`src/pfm_pkg.sv`:
```
package pfm_pkg;

	// Fixed widths and counts used across the monitor
	localparam int LEVEL_W    = 12;
	localparam int TICKS_W    = 16;
	localparam int CFG_IDX_W  = 3;
	localparam int CFG_DATA_W = 16;
	localparam int KIND_W     = 2;
	localparam int FAULT_W    = 4;
	localparam int NUM_DET    = 4;
	localparam int OUT_DATA_W = 8;

	// Register indexes
	localparam logic [CFG_IDX_W-1:0] REG_SIG_LIMIT     = 3'd0;
	localparam logic [CFG_IDX_W-1:0] REG_DRV_LIMIT     = 3'd1;
	localparam logic [CFG_IDX_W-1:0] REG_UV_TRIP       = 3'd2;
	localparam logic [CFG_IDX_W-1:0] REG_UV_RECOVER    = 3'd3;
	localparam logic [CFG_IDX_W-1:0] REG_OC_DEBOUNCE   = 3'd4;
	localparam logic [CFG_IDX_W-1:0] REG_UV_DEBOUNCE   = 3'd5;

	// Item kinds
	localparam logic [KIND_W-1:0] KIND_TICK  = 2'd0;
	localparam logic [KIND_W-1:0] KIND_DRIVE = 2'd1;
	localparam logic [KIND_W-1:0] KIND_LIDAR = 2'd2;

	// Detector slots, also the fault bit positions
	localparam int DET_SIG_OC = 0;
	localparam int DET_DRV_OC = 1;
	localparam int DET_SIG_UV = 2;
	localparam int DET_DRV_UV = 3;

	// Result beat layout above the fault bits
	localparam int OUT_DRV_EN_BIT = 4;
	localparam int OUT_LIDAR_BIT  = 5;

	typedef struct packed {
		logic [LEVEL_W-1:0] sig_limit;
		logic [LEVEL_W-1:0] drv_limit;
		logic [LEVEL_W-1:0] trip_level;
		logic [LEVEL_W-1:0] recover_level;
		logic [TICKS_W-1:0] oc_ticks;
		logic [TICKS_W-1:0] uv_ticks;
	} pfm_cfg_t;

	typedef struct packed {
		logic state;
		logic next_state;
	} det_status_t;

endpackage

```
`src/pfm_cfg_regs.sv`:
```
module pfm_cfg_regs (
	input  logic                           clk,
	input  logic                           arst_n,
	input  logic                           cfg_valid,
	output logic                           cfg_ready,
	input  logic [pfm_pkg::CFG_IDX_W-1:0]  cfg_index,
	input  logic [pfm_pkg::CFG_DATA_W-1:0] cfg_data,
	output pfm_pkg::pfm_cfg_t              cfg
);
	import pfm_pkg::*;

	pfm_cfg_t cfg_q;

	assign cfg_ready = 1'b1;
	assign cfg       = cfg_q;

	always_ff @(posedge clk or negedge arst_n) begin
		if (!arst_n) begin
			cfg_q.sig_limit     <= {LEVEL_W{1'b1}};
			cfg_q.drv_limit     <= {LEVEL_W{1'b1}};
			cfg_q.trip_level    <= '0;
			cfg_q.recover_level <= '0;
			cfg_q.oc_ticks      <= '0;
			cfg_q.uv_ticks      <= '0;
		end else if (cfg_valid && cfg_ready) begin
			case (cfg_index)
				REG_SIG_LIMIT:   cfg_q.sig_limit     <= cfg_data[LEVEL_W-1:0];
				REG_DRV_LIMIT:   cfg_q.drv_limit     <= cfg_data[LEVEL_W-1:0];
				REG_UV_TRIP:     cfg_q.trip_level    <= cfg_data[LEVEL_W-1:0];
				REG_UV_RECOVER:  cfg_q.recover_level <= cfg_data[LEVEL_W-1:0];
				REG_OC_DEBOUNCE: cfg_q.oc_ticks      <= cfg_data[TICKS_W-1:0];
				REG_UV_DEBOUNCE: cfg_q.uv_ticks      <= cfg_data[TICKS_W-1:0];
				default: ;
			endcase
		end
	end

endmodule

```
`src/pfm_debounce.sv`:
```
module pfm_debounce #(
	parameter int TICK_COUNT_BITS = 16
) (
	input  logic                         clk,
	input  logic                         arst_n,
	input  logic                         step,
	input  logic                         verdict,
	input  logic [pfm_pkg::TICKS_W-1:0]  ticks,
	output pfm_pkg::det_status_t         status
);
	import pfm_pkg::*;

	localparam int CMP_W = (TICK_COUNT_BITS > TICKS_W) ? TICK_COUNT_BITS : TICKS_W;

	logic                       state_q;
	logic                       pend_q;
	logic [TICK_COUNT_BITS-1:0] elapsed_q;

	logic                       state_n;
	logic                       pend_n;
	logic [TICK_COUNT_BITS-1:0] elapsed_n;
	logic [TICK_COUNT_BITS-1:0] elapsed_inc;

	// Saturate instead of wrapping
	assign elapsed_inc = (&elapsed_q) ? elapsed_q : elapsed_q + 1'b1;

	always_comb begin
		state_n   = state_q;
		pend_n    = pend_q;
		elapsed_n = elapsed_q;
		if (verdict == state_q) begin
			pend_n = state_q;
		end else if (verdict != pend_q) begin
			// new candidate: restart the timer
			pend_n    = verdict;
			elapsed_n = '0;
		end else begin
			elapsed_n = elapsed_inc;
			if (CMP_W'(elapsed_inc) >= CMP_W'(ticks)) begin
				state_n = verdict;
			end
		end
	end

	always_ff @(posedge clk or negedge arst_n) begin
		if (!arst_n) begin
			state_q   <= 1'b0;
			pend_q    <= 1'b0;
			elapsed_q <= '0;
		end else if (step) begin
			state_q   <= state_n;
			pend_q    <= pend_n;
			elapsed_q <= elapsed_n;
		end
	end

	assign status.state      = state_q;
	assign status.next_state = state_n;

endmodule

```
`src/power_fault_monitor_unit.sv`:
```
// Channel  Dir  Handshake            Payload
// s_       in   s_tvalid/s_tready    tuser: kind; tdata: four sample codes, request_on
// m_       out  m_tvalid/m_tready    tdata: fault_bits, drive_enable, lidar_enable
// cfg_     in   cfg_valid/cfg_ready  cfg_index, cfg_data
//
// One beat per cycle sustained while m_tready holds high; every input beat gives
// exactly one result beat. Input register, then the detector and fault update into
// the result register. The detector state loop closes through the debounce registers.
// Reset clears the detectors, the faults, the requests and both valid flags.
// A stalled result holds in the result register while one more beat waits in the
// input register; s_tready drops only when both are full.
module power_fault_monitor_unit #(
	parameter int SAMPLE_BITS     = 12,
	parameter int TICK_COUNT_BITS = 16
) (
	input  logic                                       clk,
	input  logic                                       arst_n,
	input  logic                                       s_tvalid,
	output logic                                       s_tready,
	// kind
	input  logic [pfm_pkg::KIND_W-1:0]                 s_tuser,
	// signal_current_code, drive_current_code, signal_voltage_filtered,
	// drive_voltage_filtered, request_on, zero fill
	input  logic [((4*SAMPLE_BITS+1+7)/8)*8-1:0]       s_tdata,
	output logic                                       m_tvalid,
	input  logic                                       m_tready,
	// fault_bits, drive_enable, lidar_enable, zero fill
	output logic [pfm_pkg::OUT_DATA_W-1:0]             m_tdata,
	input  logic                                       cfg_valid,
	output logic                                       cfg_ready,
	input  logic [pfm_pkg::CFG_IDX_W-1:0]              cfg_index,
	input  logic [pfm_pkg::CFG_DATA_W-1:0]             cfg_data
);
	import pfm_pkg::*;

	localparam int SB = SAMPLE_BITS;

	pfm_cfg_t cfg;

	logic                valid_s1;
	logic [KIND_W-1:0]   kind_s1;
	logic [SB-1:0]       sig_cur_s1;
	logic [SB-1:0]       drv_cur_s1;
	logic [SB-1:0]       sig_volt_s1;
	logic [SB-1:0]       drv_volt_s1;
	logic                req_s1;

	logic                valid_s2;
	logic [OUT_DATA_W-1:0] data_s2;

	logic [FAULT_W-1:0]  fault_q;
	logic                drive_req_q;
	logic                lidar_q;

	logic                advance;
	logic                tick;
	logic [NUM_DET-1:0]  verdict;
	logic [TICKS_W-1:0]  det_ticks [NUM_DET];
	det_status_t         det [NUM_DET];

	logic [FAULT_W-1:0]  fault_n;
	logic                drive_req_n;
	logic                lidar_n;
	logic                drive_en_n;

	pfm_cfg_regs u_cfg (
		.clk       (clk),
		.arst_n    (arst_n),
		.cfg_valid (cfg_valid),
		.cfg_ready (cfg_ready),
		.cfg_index (cfg_index),
		.cfg_data  (cfg_data),
		.cfg       (cfg)
	);

	assign advance  = valid_s1 && (!valid_s2 || m_tready);
	assign s_tready = !valid_s1 || advance;
	assign tick     = advance && (kind_s1 == KIND_TICK);

	// Input register
	always_ff @(posedge clk or negedge arst_n) begin
		if (!arst_n) begin
			valid_s1 <= 1'b0;
		end else if (s_tready) begin
			valid_s1 <= s_tvalid;
		end
	end

	always_ff @(posedge clk) begin
		if (s_tvalid && s_tready) begin
			kind_s1     <= s_tuser;
			sig_cur_s1  <= s_tdata[SB-1:0];
			drv_cur_s1  <= s_tdata[2*SB-1:SB];
			sig_volt_s1 <= s_tdata[3*SB-1:2*SB];
			drv_volt_s1 <= s_tdata[4*SB-1:3*SB];
			req_s1      <= s_tdata[4*SB];
		end
	end

	// Raw verdicts; undervoltage level depends on the detector's present state
	assign verdict[DET_SIG_OC] = sig_cur_s1 > SB'(cfg.sig_limit);
	assign verdict[DET_DRV_OC] = drv_cur_s1 > SB'(cfg.drv_limit);
	assign verdict[DET_SIG_UV] = sig_volt_s1 <
		SB'(det[DET_SIG_UV].state ? cfg.recover_level : cfg.trip_level);
	assign verdict[DET_DRV_UV] = drv_volt_s1 <
		SB'(det[DET_DRV_UV].state ? cfg.recover_level : cfg.trip_level);

	assign det_ticks[DET_SIG_OC] = cfg.oc_ticks;
	assign det_ticks[DET_DRV_OC] = cfg.oc_ticks;
	assign det_ticks[DET_SIG_UV] = cfg.uv_ticks;
	assign det_ticks[DET_DRV_UV] = cfg.uv_ticks;

	for (genvar d = 0; d < NUM_DET; d++) begin : g_det
		pfm_debounce #(
			.TICK_COUNT_BITS (TICK_COUNT_BITS)
		) u_deb (
			.clk     (clk),
			.arst_n  (arst_n),
			.step    (tick),
			.verdict (verdict[d]),
			.ticks   (det_ticks[d]),
			.status  (det[d])
		);
	end

	always_comb begin
		fault_n     = fault_q;
		drive_req_n = drive_req_q;
		lidar_n     = lidar_q;
		case (kind_s1)
			KIND_TICK: begin
				// overcurrent latches, undervoltage follows
				fault_n[DET_SIG_OC] = fault_q[DET_SIG_OC] | det[DET_SIG_OC].next_state;
				fault_n[DET_DRV_OC] = fault_q[DET_DRV_OC] | det[DET_DRV_OC].next_state;
				fault_n[DET_SIG_UV] = det[DET_SIG_UV].next_state;
				fault_n[DET_DRV_UV] = det[DET_DRV_UV].next_state;
				if (det[DET_SIG_OC].next_state) begin
					lidar_n = 1'b0;
				end
			end
			KIND_DRIVE: begin
				drive_req_n = req_s1;
			end
			KIND_LIDAR: begin
				lidar_n = req_s1 && !fault_q[DET_SIG_OC];
			end
			default: ;
		endcase
	end

	assign drive_en_n = drive_req_n && !fault_n[DET_SIG_OC] && !fault_n[DET_DRV_OC];

	always_ff @(posedge clk or negedge arst_n) begin
		if (!arst_n) begin
			fault_q     <= '0;
			drive_req_q <= 1'b0;
			lidar_q     <= 1'b0;
		end else if (advance) begin
			fault_q     <= fault_n;
			drive_req_q <= drive_req_n;
			lidar_q     <= lidar_n;
		end
	end

	// Result register
	always_ff @(posedge clk or negedge arst_n) begin
		if (!arst_n) begin
			valid_s2 <= 1'b0;
		end else if (advance) begin
			valid_s2 <= 1'b1;
		end else if (m_tready) begin
			valid_s2 <= 1'b0;
		end
	end

	always_ff @(posedge clk) begin
		if (advance) begin
			data_s2 <= {(OUT_DATA_W - FAULT_W - 2)'(0), lidar_n, drive_en_n, fault_n};
		end
	end

	assign m_tvalid = valid_s2;
	assign m_tdata  = data_s2;

endmodule

```
`config.mk`:
```
export PLATFORM = sky130hd
export DESIGN_NAME = power_fault_monitor_unit
export DESIGN_NICKNAME = d
export VERILOG_FILES = /design/src/pfm_pkg.sv /design/src/pfm_cfg_regs.sv /design/src/pfm_debounce.sv /design/src/power_fault_monitor_unit.sv
export SDC_FILE = /design/constraint.sdc
export NUM_CORES = 1
export LEC_CHECK = 0
export ABC_AREA = 1
export ABC_CLOCK_PERIOD_IN_PS = 3230
export BUFFER_PORTS_ARGS = -buffer_cell sky130_fd_sc_hd__buf_2
export CAP_MARGIN = 10
export CORE_MARGIN = 2
export CORE_UTILIZATION = 35
export DETAILED_ROUTE_END_ITERATION = 16
export PLACE_DENSITY = 0.54
export SLEW_MARGIN = 10
export SYNTH_ARGS = -nofsm -noshare
export SYNTH_HDL_FRONTEND = slang
export SYNTH_SLANG_ARGS = --single-unit
export TNS_END_PERCENT = 10
```
`constraint.sdc`:
```
create_clock -name clk -period 3.23 [get_ports clk]
set_input_delay 0.646 -clock clk [delete_from_list [all_inputs] [get_ports clk]]
set_output_delay 0.646 -clock clk [all_outputs]
set_load 0.01 [all_outputs]
```
==> out/metrics.yaml, run 1 <==
outcome:
  status: "complete, no violations"
drt:
  routedWlPerCell_um: 14.53
  vias_per_cell: 4.709
  drt_iter0_drc: 596
  drt-total-wl_um: 31010
  firstDrtPassIters: 5
  vias: 10049
  ant_nets: 0
  drc: 0
synthesis:
  synth_top_area_cell: "dfrtp_1"
  ys_warn_count: 0
  syn_area_per_cell_sq_um: 8.412
  synthArstFlopShare_pct: 73.73
  synth_ff_type: "dfrtp_1"
  seq_area_frac_synth_pct: 45.23
  yosys-top-cells-area: "dfrtp_1, edfxtp_1, ha_1"
  ys_ff_latch: 217
  syn_inst: 1510
  syn-cell-area_sq_um: 12700
  synth_cell_types: 45
  yosysTopAreaCellShare_pct: 26.79
  synth_edf_count: 57
pwr:
  power_density_nw_per_um2: 717.2
  p_sw_share_pct: 36.39
  p_comb_share_pct: 36.1
  seq_power_share_pct: 35.6
  p_switching_mw: 3.967
  leakage_nw: 7.461
  p_int_mw: 6.935
  power_frac_clock_pct: 28.4
  peakVddDrop_uv: 464.0
worst_setup_path:
  critical_path.endpoint_type: "flip-flop"
  worst_ep_arrival_time_ns: 3.52
  worstPathRequired_ns: 3.53
  cp_cell_sequence: "ha_2 -> nand2_2 -> nor3_4 -> nand3_2 -> nor3_2 -> nand3_1 -> nand2_1 -> nor2_2 -> xnor2_1 -> inv_1 -> ha_4 -> nand2_2 -> inv_2 -> nand3_2 -> nor2_4 -> nand3_1 -> nand3_2 -> nand3_2 -> nand2_2 -> nand3_2 -> nand3_2 -> nor2_1"
  worstSetupPathType: "flip-flop to flip-flop"
  max_stage_delay_ns: 0.35
  crit_slowest_cell: "dfrtp_1"
  cp_max_fo: 4
  cpMostUsedCell: "nand3_2"
  cp-start-kind: "flip-flop"
floorplan:
  die_h_um: 194.5
  start_util_pct: 35.62
  dieArea_sq_um: 37830
  die_x_um: 194.5
  core.rowCount: 69
  io_pins: 93
  core_sq_um: 35660
grt:
  grtUsageTotal_pct: 16.54
  grt_max_degree: 68
  grt_pass1_wl_um: 50320
  first_global_vias: 9780
  antenna_found_initial: 3
  overflow: 0
cts:
  cts_buffers: 26
  clk_pin_slew_ns: 0.06
  clockBufferDepth: 3
  htreeDepth: 1
  clock_sinks: 217
  root_buffer: "clkbuf_16"
  clock_latency_ns: 0.54
  tritoncts: "built"
  cts_hold_buf: 0
cells_and_area:
  final_util_pct: 42.63
  area_delta_synth_final_pct: 19.67
  drive_above_1_share_pct: 17.11
  final_nets: 1856
sta:
  fmax_mhz: 310.5
  fin_crit_ns: 3.221
  fin_crit_sh_pct: 99.71
  hold_viol: 0
  slew_viol_final: 0
  rsz0062_at_grt: "yes"
  worst_clock_skew_ns: 0.01933
  setup_violations: 0
  worst_slack_ns: 0.009366
  max_slew_margin_pct: 28.58
  tightest_slew_ns: 1.069
flow_run:
  cap_violations: 0
placed_design:
  pre_cts_slack_ns: -0.01861
  dp_hpwl_um: 23300
  gp_congestion: 0.8187
  port_buffers: 82
hold_path:
  hold_class: "input port to async pin"
-- flip-flops by register name, indices dropped and copies added, names as in the netlist --
signal / count
g_det.u_deb.state_q: 4
u_cfg.cfg: 80
drv_volt_s1: 12
fault_q: 4
req_s1: 1
g_det.u_deb.pend_q: 4
m_tdata: 6
kind_s1: 2
m_tvalid: 1
valid_s1: 1
drv_cur_s1: 12
sig_volt_s1: 12
sig_cur_s1: 12
lidar_q: 1
drive_req_q: 1
g_det.u_deb.elapsed_q: 64
-- metrics by stage --
step / area (sq um) / TNS, ns / total power [mW] / hold WS (ns) / std cells
after floorplan: 12710 / 0 / 6.587 / 0.3504 / 1511
after global placement: 14070 / 0 / 7.647 / 0.4391 / 2083
after detailed placement: 14070 / -0.01861 / 7.775 / 0.4528 / 2083
after CTS: 14990 / 0 / 10.93 / 0.1369 / 2131
after global routing: 15200 / -1.815 / 11.85 / 0.1727 / 2133
final: 15200 / 0 / 10.90 / 0.1033 / 2134
-- kinds of logic (layout without fill, tap and decap cells) --
group	Yosys count	count (layout)	share of synthesized area, %
xor gates and xnor gates	35	35	2.472
AOI/OAI and AO/OA	289	289	12.09
DFF	217	217	45.23
other	2	4	0.05912
adders and majority gates	122	122	12.02
buffers and inverters	302	463	9.121
and+or+nand+nor	543	543	19.01
-- per-layer routing --
layer / track usage [%] / up-vias / routed length (um)
met2: 27.08 / 165 / 13980
met5: 0 / - / 0
met1: 23.14 / 4603 / 15160
met4: 4.501 / 0 / 846
li1: - / 5230 / -
met3: 1.995 / 51 / 1017
-- worst paths after layout --
kind | from | endpoint | slack, ns | depth (start not counted)
setup / recovery | g_det[0].u_deb.elapsed_q[1]$_DFFE_PN0P_ | m_tdata[4]$_DFFE_PP_ | 0.009 | 22
hold / removal | arst_n | u_cfg.cfg[50]$_DFFE_PN0P_ | 0.10 | 1
setup reg to reg | g_det[0].u_deb.elapsed_q[1]$_DFFE_PN0P_ | m_tdata[4]$_DFFE_PP_ | 0.009 | 22
hold reg to reg | fault_q[1]$_DFFE_PN0P_ | fault_q[1]$_DFFE_PN0P_ | 0.46 | 2
max in group asynchronous | arst_n | u_cfg.cfg[65]$_DFFE_PN1P_ | 2.31 | 2
min in group clk | s_tdata[44] | drv_volt_s1[8]$_DFFE_PP_ | 0.28 | 1
-- what timing repair did --
action / CTS / global route
buffers inserted: 0 / 2
setup endpoints to repair: 1 / 31
resized for setup: 1 / 44
pin swaps: 0 / 21
-- synthesized netlist by cell type (2+ instances only) --
| master | n |
|---|---|
| nand4_4 | 2 |
| nand3_2 | 4 |
| o211ai_1 | 2 |
| nand3b_1 | 4 |
| nor3_1 | 23 |
| ha_1 | 122 |
| dfrtp_1 | 136 |
| nor2_4 | 3 |
| buf_2 | 8 |
| inv_2 | 8 |
| nor2_1 | 73 |
| or3_1 | 3 |
| nor2_2 | 5 |
| o21bai_1 | 3 |
| dfstp_2 | 24 |
| nand2_2 | 5 |
| o22ai_1 | 32 |
| o21ai_0 | 165 |
| a21oi_1 | 63 |
| nor3_2 | 10 |
| nand2_1 | 330 |
| inv_1 | 263 |
| o21a_1 | 3 |
| o21ai_1 | 13 |
| buf_4 | 4 |
| nand4_1 | 20 |
| clkbuf_1 | 18 |
| o31ai_1 | 3 |
| edfxtp_1 | 57 |
| xor2_1 | 33 |
| nand3_1 | 56 |
| conb_1 | 2 |
-- cell usage in the layout (no fill, tap or decap), drive strengths merged, types with 34 or more instances in the layout --
master	count
inv	272
o21ai	178
nand3	60
dfrtp	136
ha	122
clkbuf	40
buf	143
a21oi	64
nor3	34
xor2	34
edfxtp	57
nand2	335
nor2	81
-- cell type report --
class | count | area [sq um]
clock buffer | 40 | 784.5
inverter | 272 | 1021
antenna | 1 | 2.502
sequential | 217 | 5747
fill | 3596 | 20450
multi-input combinational | 992 | 6002
tap | 461 | 576.8
timing repair buffer | 143 | 937.1
clock inverter | 8 | 130.1
-- worst max-delay path, delay by kind of cell, from the launching register on --
kind / cells / cell delay [ns]
flip-flops: 1 / 0.35
adder cells (fa/ha/maj): 2 / 0.46
buffers and inverters: 2 / 0.15
AND/OR/NAND/NOR: 17 / 1.85
XOR/XNOR: 1 / 0.18
-- power by group through the flow --
stage                     sequential (mW)  combinational [mW]  clock, mW
after floorplan                      3.82                2.76          0
after global routing                 3.96                4.59       3.30
after detailed placement             3.91                3.87          0
after CTS                            3.87                3.89       3.17
final                                3.88                3.93       3.09
after global placement               3.90                3.75          0
(Power assumes the default switching activity.)
==> run 2: changes to the inputs <==
- CORE_UTILIZATION: 35 -> 60
- PLACE_DENSITY: 0.54 -> 0.82
==> run 2 against run 1 <==
  * The run now ends with setup timing left
  * Fmax is 4.4% lower
  * Total power is 1.7% higher
  * Clock-buffer cell count is 9 lower
  * Clock skew is 0.0048 ns lower
  * Critical path depth stayed put
  * Setup slack worse by 0.15 ns
  * Global-route usage is 10 points higher
  * First-iteration DRC count is 35% higher
  * Critical endpoint unchanged
  * Largest power group unchanged
==> out/metrics.yaml, run 2 (same netlist as run 1, synthesis figures left out) <==
cells_and_area:
  num-fill-cells: 1463  # -59%
  final_nets: 1842  # -0.75%
  final_util_pct: 71.69  # +29 points
  final_common_cell: "nand2_1"
  layout_common_cells: "nand2_1, inv_1, o21ai_0, dfrtp_1, ha_1"
  multiInputGateArea_sq_um: 6158  # +2.6%
  regArea_sq_um: 5751  # about the same
  area_delta_synth_final_pct: 17.89
  largest_reg_flops: 80  # unchanged
  diodes: 0  # -1
  drive_above_1_share_pct: 18.48  # +1.4 points
worst_setup_path:
  cp-start-kind: "flip-flop"
  cp_top_family: "simple AND/OR/NAND/NOR gates"
  worst-path-stages: 22  # unchanged
  cpMostUsedCell: "nand2_1"
  worstSetupPathType: "flip-flop to flip-flop"
  cp-startpoint: "g_det[1].u_deb.elapsed_q[4]$_DFFE_PN0P_"
  critical_path.endpoint_type: "flip-flop"
  crit_buf_inv: 2  # unchanged
  worstPathRequired_ns: 3.50  # -0.03 ns
  worst_r2r_endpoint: "m_tdata[4]$_DFFE_PP_"
  worst_ep_arrival_time_ns: 3.64  # +0.12 ns
  cp_max_fo: 4  # unchanged
  reg2reg_depth: 22  # unchanged
  reg2reg_slack_ns: -0.14  # -0.15 ns
  rr_startpoint: "g_det[1].u_deb.elapsed_q[4]$_DFFE_PN0P_"
  cp_cell_sequence: "nand2_2 -> nor3_4 -> nand3_2 -> nor2_4 -> inv_1 -> nor2_2 -> nand3_2 -> nand4_1 -> xor2_1 -> inv_1 -> ha_1 -> nand2_1 -> nor2_2 -> nand2_1 -> nand2_1 -> nand2_1 -> nand3_1 -> nand3_1 -> nand2_1 -> nand2_1 -> o21ai_2 -> nor2_1"
  crit_slowest_cell: "dfrtp_1"
  max_stage_delay_ns: 0.39  # +0.04 ns
floorplan:
  start_util_pct: 60.81  # +25 points
  die_x_um: 149.5  # -23%
  io_pins: 93  # unchanged
  dieArea_sq_um: 22350  # -41%
  core_sq_um: 20890  # -41%
  die_h_um: 149.5  # -23%
  core.rowCount: 53  # -23%
hold_path:
  hold_class: "input port to async pin"
sta:
  fin_crit_ns: 3.368  # +0.1470 ns
  tightest_slew_ns: 1.051  # -0.01750 ns
  fmax_mhz: 296.9  # -4.4%
  slew_viol_final: 0  # unchanged
  setup_violations: 5  # +5
  worst_clock_skew_ns: 0.01453  # -0.004796 ns
  rsz0062_at_grt: "yes"
  hold_viol: 0  # unchanged
  worst_slack_ns: -0.1376  # -0.1470 ns
  max_slew_margin_pct: 29.75  # +1.2 points
  setup-tns-final_ns: -0.2645  # -0.2645 ns
  fin_crit_sh_pct: 104.3  # +4.6 points
drt:
  firstDrtPassIters: 7  # +2
  drc: 0  # unchanged
  routedWlPerCell_um: 16.18  # +11%
  vias: 10907  # +8.5%
  drt-total-wl_um: 31240  # +0.76%
  vias_per_cell: 5.648  # +20%
  ant_nets: 0  # unchanged
  drt_iter0_drc: 802  # +35%
cts:
  tritoncts: "built"
  clock_sinks: 217  # unchanged
  clk_pin_slew_ns: 0.06  # about the same
  root_buffer: "clkbuf_16"
  clockBufferDepth: 3  # unchanged
  clock_latency_ns: 0.52  # -0.02 ns
  cts_buffers: 24  # -7.7%
  htreeDepth: 1  # unchanged
grt:
  grt_max_degree: 69  # +1.5%
  overflow: 0  # unchanged
  grtUsageTotal_pct: 26.83  # +10 points
  antenna_found_initial: 0  # -3
  grt_pass1_wl_um: 48330  # -3.9%
  first_global_vias: 10561  # +8.0%
pwr:
  power_frac_clock_pct: 27.6  # -0.8 points
  power_density_nw_per_um2: 740.6  # +3.3%
  peakVddDrop_uv: 522.1  # +13%
  leakage_nw: 7.423  # -0.51%
  p_int_mw: 6.957  # +0.32%
  p_switching_mw: 4.133  # +4.2%
  p_sw_share_pct: 37.27  # +0.88 points
  seq_power_share_pct: 35.8  # +0.2 points
  p_comb_share_pct: 36.5  # +0.4 points
placed_design:
  port_buffers: 82  # unchanged
  dp_hpwl_um: 21020  # -9.8%
  gp_congestion: 0.9043  # +10%
outcome:
  violations: "setup timing"
  status: "finished with violations"
flow_run:
  cap_violations: 0  # unchanged
==> run 2: changes by cell type in the layout (fill, tap and decap cells not counted), sizes merged <==
| cell | previous run | this run |
|---|---|---|
| bufinv | 3 | 6 |
| buf | 143 | 131 |
| clkbuf | 40 | 31 |
| clkinvlp | 0 | 1 |
| diode | 1 | 0 |
| clkinv | 5 | 6 |
==> run 2: area by class of cell <==
type	instances	area share [%]
multi-input cells	992	41.13
flip-flops and latches	217	38.40
repair buffers	131	5.406
inverters	272	6.835
clock inverters	13	1.471
well taps	275	2.298
clock buffers	31	4.462
==> run 2: routing by layer <==
metal	GRT usage (%)	wire (um)
met2	45.92	15390
met1	34.01	12440
met3	3.659	1989
met4	12.00	1423
met5	0	0
==> run 2: power by group through the flow <==
stage          clock [mW]  sequential [mW]  combinational [mW]
4_1_cts              3.08             3.93                3.73
2_1_floorplan           0             3.82                2.76
6_report             3.06             3.97                4.05
3_3_place_gp            0             3.94                3.42
3_5_place_dp            0             3.96                3.63
5_1_grt              3.20             4.04                4.61
==> run 2: timing repair <==
action | in CTS | in global routing
hold buffers | 0 | 0
resized for setup | 15 | 73
buffers inserted | 7 | 15
pin swaps | 3 | 30
endpoints found under the setup margin | 5 | 40
==> run 2: worst max path at each step <==
stage / slack, ns / end
final: -0.14 / m_tdata[4]$_DFFE_PP_
after floorplan: 0.44 / m_tdata[4]$_DFFE_PP_
after global placement: 0.08 / m_tdata[4]$_DFFE_PP_
after global routing: -0.34 / m_tdata[5]$_DFFE_PP_
after detailed placement: -0.07 / m_tdata[4]$_DFFE_PP_
after CTS: 0.004 / m_tdata[4]$_DFFE_PP_
==> run 2: through the flow <==
step                      setup slack [ns]  hold WS (ns)  instance area, sq um  power (mW)  cells
after floorplan                     0.4428        0.3504                 12710       6.587   1511
after global placement             0.07711        0.4468                 13560       7.356   1865
after detailed placement          -0.06809        0.4583                 13560       7.586   1865
after CTS                         0.004158        0.1607                 14560       10.73   1916
after global routing               -0.3357        0.1936                 14970       11.85   1931
final                              -0.1376        0.1491                 14970       11.09   1931
